**src/hw/rtl/fdc_pkg.sv**
```systemverilog
// ----------------------------------------------------------------------------
// fdc_pkg
// types and constants shared by the floppy controller register block
// ----------------------------------------------------------------------------
package fdc_pkg;

    localparam logic [1:0] CMD_READ  = 2'd0;
    localparam logic [1:0] CMD_WRITE = 2'd1;
    localparam logic [1:0] CMD_RESET = 2'd2;

    localparam logic [1:0] REG_STATUS = 2'd0;
    localparam logic [1:0] REG_TRACK  = 2'd1;
    localparam logic [1:0] REG_SECTOR = 2'd2;
    localparam logic [1:0] REG_DATA   = 2'd3;

    localparam logic [7:0] ST_BUSY = 8'h01;
    localparam logic [7:0] ST_DRQ  = 8'h02;
    localparam logic [7:0] ST_TRK0 = 8'h04;
    localparam logic [7:0] ST_RNF  = 8'h10;
    localparam logic [7:0] ST_HEAD = 8'h20;
    localparam logic [7:0] ST_WP   = 8'h40;
    localparam logic [7:0] ST_NRDY = 8'h80;

    localparam logic [3:0] OP_RESTORE  = 4'h0;
    localparam logic [3:0] OP_SEEK     = 4'h1;
    localparam logic [3:0] OP_STEP     = 4'h2;
    localparam logic [3:0] OP_STEP_U   = 4'h3;
    localparam logic [3:0] OP_STEPI    = 4'h4;
    localparam logic [3:0] OP_STEPI_U  = 4'h5;
    localparam logic [3:0] OP_STEPO    = 4'h6;
    localparam logic [3:0] OP_STEPO_U  = 4'h7;
    localparam logic [3:0] OP_RDSEC    = 4'h8;
    localparam logic [3:0] OP_RDSEC_M  = 4'h9;
    localparam logic [3:0] OP_WRSEC    = 4'hA;
    localparam logic [3:0] OP_WRSEC_M  = 4'hB;
    localparam logic [3:0] OP_RDADDR   = 4'hC;
    localparam logic [3:0] OP_FORCE    = 4'hD;
    localparam logic [3:0] OP_RDTRK    = 4'hE;
    localparam logic [3:0] OP_WRTRK    = 4'hF;

    typedef struct packed {
        logic [1:0] cmd;
        logic [1:0] reg_addr;
        logic [7:0] wdata;
        logic [7:0] disk_byte;
        logic       drive_ready;
        logic       write_protect;
        logic       seek_error;
        logic       record_missing;
        logic       track_write_ok;
    } t_in;

    typedef struct packed {
        logic [7:0]  rdata;
        logic        irq;
        logic        drq;
        logic        medium_read;
        logic        medium_write;
        logic [14:0] medium_pos;
        logic [3:0]  active_command;
    } t_out;

    typedef struct packed {
        logic [7:0]  status;
        logic [7:0]  command;
        logic [7:0]  track;
        logic [7:0]  sector;
        logic [7:0]  data;
        logic [14:0] count;
        logic        dir_out;
        logic        drq;
        logic [5:0]  srd_cnt;
        logic [3:0]  idx_cnt;
        logic        irq;
    } t_state;

endpackage

```
**src/hw/rtl/fdc_core.sv**
```systemverilog
// ----------------------------------------------------------------------------
// fdc_core
// next-state and result logic for one bus access
// ----------------------------------------------------------------------------
module fdc_core (
    input  fdc_pkg::t_in    i_item,
    input  fdc_pkg::t_state i_st,
    input  logic [10:0]     i_bps,
    output fdc_pkg::t_state o_st,
    output fdc_pkg::t_out   o_res
);

    function automatic fdc_pkg::t_state run_cmd(
        input fdc_pkg::t_state s_in, input logic [7:0] c, input logic rdy,
        input logic wp, input logic serr, input logic rnf, input logic twok,
        input logic [10:0] bps);
        fdc_pkg::t_state s;
        logic [3:0] op;
        logic [7:0] tgt;
        logic       do_seek;
        s = s_in;
        op = c[7:4];
        do_seek = 1'b0;
        tgt = 8'd0;
        if (!(s.status[0] && op != fdc_pkg::OP_FORCE)) begin
            s.command = c;
            s.count = 15'd0;
            case (op)
                fdc_pkg::OP_RESTORE: begin
                    do_seek = 1'b1;
                    tgt = 8'd0;
                end
                fdc_pkg::OP_SEEK: begin
                    do_seek = 1'b1;
                    tgt = s.data;
                end
                fdc_pkg::OP_STEP_U: begin
                    do_seek = 1'b1;
                    tgt = s.dir_out ? s.track - 8'd1 : s.track + 8'd1;
                end
                fdc_pkg::OP_STEP: begin
                    s.status = 8'h00;
                    s.irq = 1'b1;
                end
                fdc_pkg::OP_STEPI_U: begin
                    s.dir_out = 1'b0;
                    do_seek = 1'b1;
                    tgt = s.track + 8'd1;
                end
                fdc_pkg::OP_STEPI: begin
                    s.status = 8'h00;
                    s.dir_out = 1'b0;
                    s.irq = 1'b1;
                end
                fdc_pkg::OP_STEPO_U: begin
                    s.dir_out = 1'b1;
                    do_seek = 1'b1;
                    tgt = (s.track != 8'd0) ? s.track - 8'd1 : 8'd0;
                end
                fdc_pkg::OP_STEPO: begin
                    s.status = 8'h00;
                    s.dir_out = 1'b1;
                    s.irq = 1'b1;
                end
                fdc_pkg::OP_RDSEC, fdc_pkg::OP_RDSEC_M: begin
                    s.srd_cnt = 6'd0;
                    if (rnf) begin
                        s.status = fdc_pkg::ST_RNF;
                        s.irq = 1'b1;
                    end else begin
                        s.count = {4'd0, bps};
                        s.drq = 1'b1;
                        s.status = fdc_pkg::ST_BUSY | fdc_pkg::ST_DRQ;
                    end
                end
                fdc_pkg::OP_RDTRK: begin
                    s.count = {bps, 4'd0};
                    s.drq = 1'b1;
                    s.status = fdc_pkg::ST_BUSY | fdc_pkg::ST_DRQ;
                end
                fdc_pkg::OP_WRSEC, fdc_pkg::OP_WRSEC_M: begin
                    if (wp) begin
                        s.status = fdc_pkg::ST_WP;
                        s.irq = 1'b1;
                    end else if (rnf) begin
                        s.status = fdc_pkg::ST_RNF;
                        s.irq = 1'b1;
                    end else begin
                        s.count = {4'd0, bps};
                        s.drq = 1'b1;
                        s.status = fdc_pkg::ST_DRQ;
                    end
                end
                fdc_pkg::OP_WRTRK: begin
                    if (wp) begin
                        s.status = fdc_pkg::ST_WP;
                        s.irq = 1'b1;
                    end else if (twok) begin
                        s.count = 15'd256;
                        s.drq = 1'b1;
                        s.status = fdc_pkg::ST_BUSY | fdc_pkg::ST_DRQ;
                    end else begin
                        s.drq = 1'b0;
                        s.status = fdc_pkg::ST_HEAD;
                        s.irq = 1'b1;
                    end
                end
                fdc_pkg::OP_RDADDR: begin
                    if (rdy) begin
                        s.count = 15'd6;
                        s.drq = 1'b1;
                        s.status = fdc_pkg::ST_BUSY | fdc_pkg::ST_DRQ;
                    end else begin
                        s.status = fdc_pkg::ST_RNF;
                        s.irq = 1'b1;
                    end
                end
                default: begin
                    s.drq = 1'b0;
                    s.status = s.status & ~(fdc_pkg::ST_BUSY | fdc_pkg::ST_DRQ);
                    s.irq = 1'b1;
                end
            endcase
            if (do_seek) begin
                s.status = fdc_pkg::ST_HEAD;
                if (serr) s.status = s.status | fdc_pkg::ST_RNF;
                else s.track = tgt;
                if (s.track == 8'd0) s.status = s.status | fdc_pkg::ST_TRK0;
                s.irq = 1'b1;
                if (op == fdc_pkg::OP_STEP_U) s.status = 8'h00;
                // restore forces track zero even on a seek error
                if (op == fdc_pkg::OP_RESTORE) s.track = 8'd0;
            end
            if (!c[7]) begin
                if (rdy) begin
                    s.idx_cnt = s.idx_cnt + 4'd1;
                    s.status = s.status | fdc_pkg::ST_HEAD;
                    if (wp) s.status = s.status | fdc_pkg::ST_WP;
                    if (s.idx_cnt == 4'd0) s.status = s.status | fdc_pkg::ST_DRQ;
                end else begin
                    s.track = 8'd1;
                    s.status = fdc_pkg::ST_NRDY;
                end
            end
        end
        run_cmd = s;
    endfunction

    function automatic fdc_pkg::t_state after_data(
        input fdc_pkg::t_state s_in, input logic [3:0] mop, input logic rnf,
        input logic [10:0] bps);
        fdc_pkg::t_state s;
        s = s_in;
        if (s.count == 15'd0 && s.command[7:4] == mop) begin
            s.sector = s.sector + 8'd1;
            if (rnf) s.status = s.status | fdc_pkg::ST_RNF;
            else s.count = {4'd0, bps};
        end
        if (s.drq && s.count == 15'd0) begin
            s.drq = 1'b0;
            s.status = s.status & ~(fdc_pkg::ST_BUSY | fdc_pkg::ST_DRQ);
            s.irq = 1'b1;
        end
        after_data = s;
    endfunction

    fdc_pkg::t_state s;
    fdc_pkg::t_state z;
    fdc_pkg::t_out   r;

    always_comb begin
        s = i_st;
        r = '0;
        z = '0;
        z.track = i_st.track;
        z.sector = i_st.sector;
        z.data = i_st.data;
        case (i_item.cmd)
            fdc_pkg::CMD_RESET: begin
                s = run_cmd(z, 8'h00, i_item.drive_ready, i_item.write_protect,
                    i_item.seek_error, i_item.record_missing, i_item.track_write_ok, i_bps);
            end
            fdc_pkg::CMD_READ: begin
                case (i_item.reg_addr)
                    fdc_pkg::REG_STATUS: begin
                        s.irq = 1'b0;
                        if (s.command[7:5] == 3'b100) begin
                            s.srd_cnt = s.srd_cnt + 6'd1;
                            if (s.srd_cnt == 6'd32) begin
                                s.drq = 1'b0;
                                s.status = s.status & ~(fdc_pkg::ST_BUSY | fdc_pkg::ST_DRQ);
                            end
                        end
                        s.idx_cnt = s.idx_cnt + 4'd1;
                        if (s.idx_cnt == 4'd0) s.status = s.status & ~fdc_pkg::ST_NRDY;
                        r.rdata = s.status;
                        if (!s.status[7] && s.idx_cnt == 4'd0 && !s.command[7])
                            r.rdata = r.rdata | fdc_pkg::ST_DRQ;
                    end
                    fdc_pkg::REG_TRACK:  r.rdata = s.track;
                    fdc_pkg::REG_SECTOR: r.rdata = s.sector;
                    default: begin
                        s.srd_cnt = 6'd0;
                        if (s.count != 15'd0) begin
                            s.data = i_item.disk_byte;
                            r.medium_read = 1'b1;
                            r.medium_pos = s.count;
                            s.count = s.count - 15'd1;
                        end
                        s = after_data(s, fdc_pkg::OP_RDSEC_M, i_item.record_missing, i_bps);
                        r.rdata = s.data;
                    end
                endcase
            end
            fdc_pkg::CMD_WRITE: begin
                case (i_item.reg_addr)
                    fdc_pkg::REG_STATUS: begin
                        s.irq = 1'b0;
                        s = run_cmd(s, i_item.wdata, i_item.drive_ready,
                            i_item.write_protect, i_item.seek_error,
                            i_item.record_missing, i_item.track_write_ok, i_bps);
                    end
                    fdc_pkg::REG_TRACK:  s.track = i_item.wdata;
                    fdc_pkg::REG_SECTOR: s.sector = i_item.wdata;
                    default: begin
                        s.data = i_item.wdata;
                        if (s.count != 15'd0) begin
                            r.medium_write = 1'b1;
                            r.medium_pos = s.count;
                            s.count = s.count - 15'd1;
                        end
                        s = after_data(s, fdc_pkg::OP_WRSEC_M, i_item.record_missing, i_bps);
                    end
                endcase
            end
            default: ;
        endcase
        r.irq = s.irq;
        r.drq = s.drq;
        r.active_command = s.command[7:4];
    end

    assign o_st = s;
    assign o_res = r;

endmodule

```
**src/hw/rtl/floppy_controller_registers.sv**
```systemverilog
// ----------------------------------------------------------------------------
// floppy_controller_registers
// register file of a simplified floppy controller, one bus access per beat
//
// channel | direction | handshake            | payload
// in      | input     | i_in_valid/o_in_ready | i_in (fdc_pkg::t_in)
// out     | output    | o_out_valid/i_out_ready | o_out (fdc_pkg::t_out)
// cfg     | input     | i_cfg_we              | i_cfg_wdata (bytes per sector)
//
// one beat per cycle while not stalled; the access is decoded combinationally
// into the output register. input is taken whenever the output register is
// empty or being drained. synchronous reset leaves the post-restore state.
// ----------------------------------------------------------------------------
module floppy_controller_registers (
    input  logic            i_clk,
    input  logic            i_rst_n,
    input  logic            i_in_valid,
    output logic            o_in_ready,
    input  fdc_pkg::t_in    i_in,
    output logic            o_out_valid,
    input  logic            i_out_ready,
    output fdc_pkg::t_out   o_out,
    input  logic            i_cfg_we,
    input  logic [10:0]     i_cfg_wdata
);

    fdc_pkg::t_state r_st;
    fdc_pkg::t_state n_st;
    fdc_pkg::t_out   n_res;
    fdc_pkg::t_out   r_out;
    logic            r_out_valid;
    logic [10:0]     r_bps;
    logic            w_acc;

    fdc_core u_core (
        .i_item (i_in),
        .i_st   (r_st),
        .i_bps  (r_bps),
        .o_st   (n_st),
        .o_res  (n_res)
    );

    assign o_in_ready = !r_out_valid || i_out_ready;
    assign w_acc = i_in_valid && o_in_ready;

    always_ff @(posedge i_clk) begin
        if (!i_rst_n) begin
            r_st <= '{status: fdc_pkg::ST_HEAD | fdc_pkg::ST_TRK0, idx_cnt: 4'd1,
                      irq: 1'b1, default: '0};
            r_bps <= 11'd256;
            r_out_valid <= 1'b0;
        end else begin
            if (i_cfg_we) r_bps <= i_cfg_wdata;
            if (w_acc) begin
                r_st <= n_st;
                r_out_valid <= 1'b1;
            end else if (i_out_ready) begin
                r_out_valid <= 1'b0;
            end
        end
    end

    always_ff @(posedge i_clk) begin
        if (w_acc) r_out <= n_res;
    end

    assign o_out_valid = r_out_valid;
    assign o_out = r_out;

endmodule
```
**config.mk**
```make
export PLATFORM = sky130hd
export DESIGN_NAME = floppy_controller_registers
export DESIGN_NICKNAME = d
export VERILOG_FILES = /design/src/hw/rtl/fdc_pkg.sv /design/src/hw/rtl/fdc_core.sv /design/src/hw/rtl/floppy_controller_registers.sv
export SDC_FILE = /design/constraint.sdc
export NUM_CORES = 1
export LEC_CHECK = 0
export BUFFER_PORTS_ARGS = -buffer_cell sky130_fd_sc_hd__clkbuf_2
export CAP_MARGIN = 20
export CORE_UTILIZATION = 50
export DETAILED_ROUTE_END_ITERATION = 12
export GPL_TIMING_DRIVEN = 1
export PLACE_DENSITY = 0.75
export SYNTH_ARGS = -nofsm -noshare
export SYNTH_HDL_FRONTEND = slang
export SYNTH_SLANG_ARGS = --single-unit
```
**constraint.sdc**
```tcl
create_clock -name i_clk -period 4.6 [get_ports i_clk]
set_input_delay 0 -clock i_clk [delete_from_list [all_inputs] [get_ports i_clk]]
set_output_delay 0 -clock i_clk [all_outputs]
set_load 0.02 [all_outputs]
```
Word level (Yosys, flattened, before mapping)
Cells that the tools add are included.

Register bits: 107. Bits of input ports: 41. Output and inout port bits: 33.

$add $sub $neg: 6. Equal/unequal tests: 45. Muxes and demuxes: 118. Bitwise logic cells: 3. Reductions and logical operators: 51.

Operator list (number): 2-to-1 mux 15 bit (15); 2-to-1 mux 8 bit (27); one-hot mux 68 bit (3 select lines) (1); one-hot mux 15 bit (5 select lines) (1); one-hot mux 36 bit (2 select lines) (1); 2-to-1 mux 23 bit (3); zero test 15 bit (4); one-hot mux 8 bit (7 select lines) (1); one-hot mux 8 bit (2 select lines) (3); 2-to-1 mux 5 bit (8); equality test 4 bit, second input constant (9); 2-to-1 mux 32 bit (1); one-hot mux 16 bit (2 select lines) (1); one-hot mux 8 bit (4 select lines) (1); one-hot mux 15 bit (2 select lines) (1); 2-to-1 mux 28 bit (1); AND reduction 7 bit (4); 2-to-1 mux 1 bit (26); 2-to-1 mux 24 bit (1); one-hot mux 12 bit (2 select lines) (1); one-hot mux 8 bit (3 select lines) (1); 2-to-1 mux 11 bit (2); 2-to-1 mux 7 bit (3); inequality test 2 bit, second input constant (10); 50 further kinds (97).

Longest topological paths before layout
Word-level depth: 21. Mapped depth: 17.

Cells and area by module
A second synthesis with hierarchy kept.

Cell total of the unflattened synthesis: 1264. Area, all modules: 9283.9 um2.

Modules (own cells, without submodules): fdc_core (instances 1, cells each 897, area an instance 5217.5 um2, seq. area each 0.0 um2); floppy_controller_registers (instances 1, cells each 367, area an instance 4066.4 um2, seq. area each 2532.4 um2).

Worst setup path after synthesis
No wires, ideal clock.

Path type: reg2reg. From: reg r_st[14] in the netlist's numbering. To: reg r_st[61] in the netlist's numbering. Library setup time: 131 ps. Data arrival time: 3747 ps. Slack: 722 ps. Stages on the path, launching flop included: 18. Path buffers: 3. Clock period less this slack: 3878 ps. Cell sequence: dfxtp_1 inv_1 ha_1 nor4b_2 and4_1 buf_2 inv_2 buf_6 clkbuf_1 ha_1 nor4_1 o21ai_0 a221o_1 or2_1 o311a_1 or4_1 a22oi_2 o22ai_1.

Longest elaborated chain between the ends: 14. Elaborated cells on any way between the ends: 32. Those cells by class: add/sub: 1; eq/ne: 2; mux: 19; reduce/logical: 10.

Ends and longest elaborated chain: start: declaration (RTL line floppy_controller_registers.sv:27) `fdc_pkg::t_state r_st;`; start signal: assignment (RTL line floppy_controller_registers.sv:48) `r_st <= '{status: fdc_pkg::ST_HEAD | fdc_pkg::ST_TRK0, idx_cnt: 4'd1,`; start signal: assignment (RTL line floppy_controller_registers.sv:55) `r_st <= n_st;`; subtractor 15 x 1 -> 15 bit / nonzero test 15 bit (equally long branches); 2-to-1 mux 15 bit / 2-to-1 mux 23 bit (equally long branches) (RTL line fdc_core.sv:227, fdc_core.sv:204); 2-to-1 mux 15 bit / 2-to-1 mux 23 bit (equally long branches) (RTL line fdc_core.sv:216, fdc_core.sv:184); 2-to-1 mux 15 bit / 2-to-1 mux 23 bit (equally long branches) (RTL line fdc_core.sv:178) `case (i_item.cmd)`; zero test 15 bit (RTL line fdc_core.sv:154) `if (s.count == 15'd0 && s.command[7:4] == mop) begin`; logical AND 1 bit (RTL line fdc_core.sv:154); 2-to-1 mux 15 bit (RTL line fdc_core.sv:154); 2-to-1 mux 15 bit, on equally long branches (RTL line fdc_core.sv:216, fdc_core.sv:184); 2-to-1 mux 15 bit (RTL line fdc_core.sv:178); zero test 15 bit (RTL line fdc_core.sv:159) `if (s.drq && s.count == 15'd0) begin`; logical AND 1 bit (RTL line fdc_core.sv:159); 2-to-1 mux 2 bit (RTL line fdc_core.sv:159); one-hot mux 16 bit (2 select lines) / one-hot mux 8 bit (2 select lines) (equally long branches) (RTL line fdc_core.sv:216, fdc_core.sv:184); one-hot mux 68 bit (3 select lines) (RTL line fdc_core.sv:178).

Parallel ways exist; a longest one is shown, timed or not. The select of a mux whose other input is x is not followed. A chain may end at the register's enable or synchronous reset.

Worst setup path after layout
Ends and elaborated chain as after synthesis.

==> qor.yml <==
logic_synthesis:
  syn_area_sq_um: 7350
  synth_area_leader_cell: "dfxtp_1"
  yosysWarningCount: 0
  synth_seq_area_share: 0.334
  yosys.area_share.simple: 0.263
  synthCells: 961
  synthAdderAreaFrac: 0.0204
  avgSynthCellArea_sq_um: 7.65
  synth_compound_area_frac: 0.286
  synth_xor_area_frac: 0.0131
  syn-num-nets: 1014
  synth_edf_count: 31
  synth_cell_types: 83
  ys.flop_type: "dfxtp_1"
  ys_ff_latch: 107
  synth_top_cell_area_share: 0.207
  synth_mux_area_frac: 0.0276
  synth_top_family_by_area: "compound AO/OA/AOI/OAI gates"
  synth_async_sr_flop_share: 0
  yosys-top-cells-area: "dfxtp_1 (21%), edfxtp_1 (13%), a21oi_1 (6.3%)"
worst_setup_path:
  startpoint_type: "flip-flop"
  crit_fanout: 20
  end_kind: "flip-flop"
  critPathRequiredTime_ps: 4840
  arrival_ps: 4280
  crit_type: "reg -> reg"
placed_design:
  place_congestion: 0.994
  port_buffers: 73
  dp_hpwl_um: 16700
timing:
  skew_ps: 10.8
  hold_viol: 0
  finalCriticalPeriod_ps: 4050
  worst_pin_slew_ps: 1070
  timing.fmax_mhz: 247
  setup_violations: 0
  rsz0062_at_grt: "false"
  min_period_over_period: 0.880
  max_slew_margin: 0.281
  final.setup.tns_ps: 0
  finalMaxSlewViolations: 0
detailed_routing:
  drt_iter0_drc: 1358
  wl_um: 24000
  drt-vias-per-instance: 6.71
  wl_met1_um: 10000
  ant_nets: 0
  dr_wl_met3_um: 2780
  top_layer_used: "met4"
  drc: 0
  first_pass_iters: 6
  wl_met2_um: 10400
  vias: 7919
  wl_per_cell_um: 20.3
cts:
  post_cts_resized: 0
  post_cts_buffers: 0
  cts_tree: "yes"
  cts_root_buf: "clkbuf_16"
  cts_buffers: 9
  cts-htree-levels: 3
  cts_buffer_depth: 2
  numClockSinks: 107
  insertion_delay_ps: 370
  clk_pin_slew_ps: 70
floorplanning:
  die_w_um: 123
  start_util: 0.522
  coreArea_sq_um: 14100
  die_y_um: 123
  rows: 43
  die-area_sq_um: 15200
  pin_count: 74
global_route:
  grt_pass1_vias: 7036
  overflow: 0
  grt_usage: 0.322
  grt_pass1_wl_um: 37700
  grt_max_degree: 48
  antenna_found_initial: 0
cells_and_area:
  nets: 1048
  layout_commonest_cell: "nor2_1"
  n_antenna_cell: 0
  area_growth_pct: 10.9
  final_cell_mix: "nor2_1 (103), a21oi_1 (93), o21ai_0 (92)"
  multiInputGateArea_sq_um: 4490
  drive_above_1_share: 0.124
  n_fill_cell: 1319
  register_area_sq_um: 2450
power:
  p_per_area_nw_per_um2: 301
  total_power_mw: 2.46
  worst_ir_drop_vdd_v: 0.000209
  leakagePower_nw: 2.98
flow_run:
  drv_cap: 0
hold_path:
  min_path_type: "in -> reg"
run_status:
  status: "complete, no violations"
## worst paths after layout
check / start / end / slack (ps) / cells past startpoint
worst min-delay path: i_in[15] / r_st[30]$_SDFFE_PN0P_ / 20 / 3
worst max-delay path: r_st[14]$_SDFFE_PN0P_ / r_st[61]$_SDFFE_PN0P_ / 550 / 14
worst max register to register: r_st[14]$_SDFFE_PN0P_ / r_st[61]$_SDFFE_PN0P_ / 550 / 14
worst min register to register: r_st[6]$_SDFFE_PN0P_ / r_st[6]$_SDFFE_PN0P_ / 490 / 2
## metal layers
layer | track usage | vias to the layer above
met3 | 0.0567 | 68
li1 | - | 3655
met5 | 0 | -
met2 | 0.477 | 550
met4 | 0.142 | 0
met1 | 0.456 | 3646
## critical path, stage by stage, from the launching register on
cell,delay (ps)
dfxtp_1,360
inv_1,120
ha_1,170
nor4b_2,380
and4_1,310
inv_2,170
ha_1,360
nor4_1,230
o21ai_0,130
a221o_1,370
or2_1,240
o311a_1,350
or4_1,420
a22oi_2,200
o22ai_1,100
## cell type report
type,count,share of cell area
clock buffer,10,0.0293
clock inverter,6,0.00767
inverter,28,0.0129
multi-input combinational,751,0.550
sequential,107,0.301
tap,180,0.0276
timing repair buffer,98,0.0718
## through the flow
| step | hold WS [ps] | std cells | utilization | worst slack, ps | area, sq um |
|---|---|---|---|---|---|
| 6_report | 24.2 | 1180 | 0.579 | 552 | 8160 |
| 3_5_place_dp | 239 | 1151 | 0.548 | 602 | 7730 |
| 5_1_grt | 30.6 | 1180 | 0.579 | 225 | 8160 |
| 2_1_floorplan | 129 | 961 | - | 722 | 7350 |
| 3_3_place_gp | 236 | 1151 | 0.548 | 776 | 7730 |
| 4_1_cts | 15.6 | 1180 | 0.579 | 582 | 8160 |
## power by group
group,switching [mW],leakage (nW),internal (mW)
logic,0.389,1.89,0.198
clock network,0.366,0.153,0.438
registers,0.0527,0.932,1.01
## repair_timing
action | 4_1_cts | 5_1_grt
endpoints found under the setup margin | 0 | 0
endpoints found under the hold margin | 12 | 0
hold buffers | 13 | 0
## synth_stat cells (11+ instances only)
library cell	n
dfxtp_1	76
nor3_1	32
and2_1	24
a21oi_1	93
nor2_1	103
nand4_1	11
clkbuf_1	65
and3_1	16
nand2_1	87
nand3_1	31
nor4_1	13
ha_1	12
a22oi_1	16
a211oi_1	11
mux2i_1	18
inv_1	26
o21ai_0	92
edfxtp_1	31
a31oi_1	13
## cells by family (layout without fill, tap and decap cells)
kind of cell	after synthesis	in the layout
AO/OA/AOI/OAI	326	326
XOR/XNOR	11	11
multiplexers	20	20
buffers and inverters	103	142
adder cells (fa/ha/maj)	12	12
flip-flops	107	107
AND/OR/NAND/NOR	382	382
## sequential cells by signal, summed over array words and instances (netlist names)
signal	cells
o_out	31
r_bps	11
o_out_valid	1
r_st	64
Note: power is estimated with default switching activity, not from simulation.
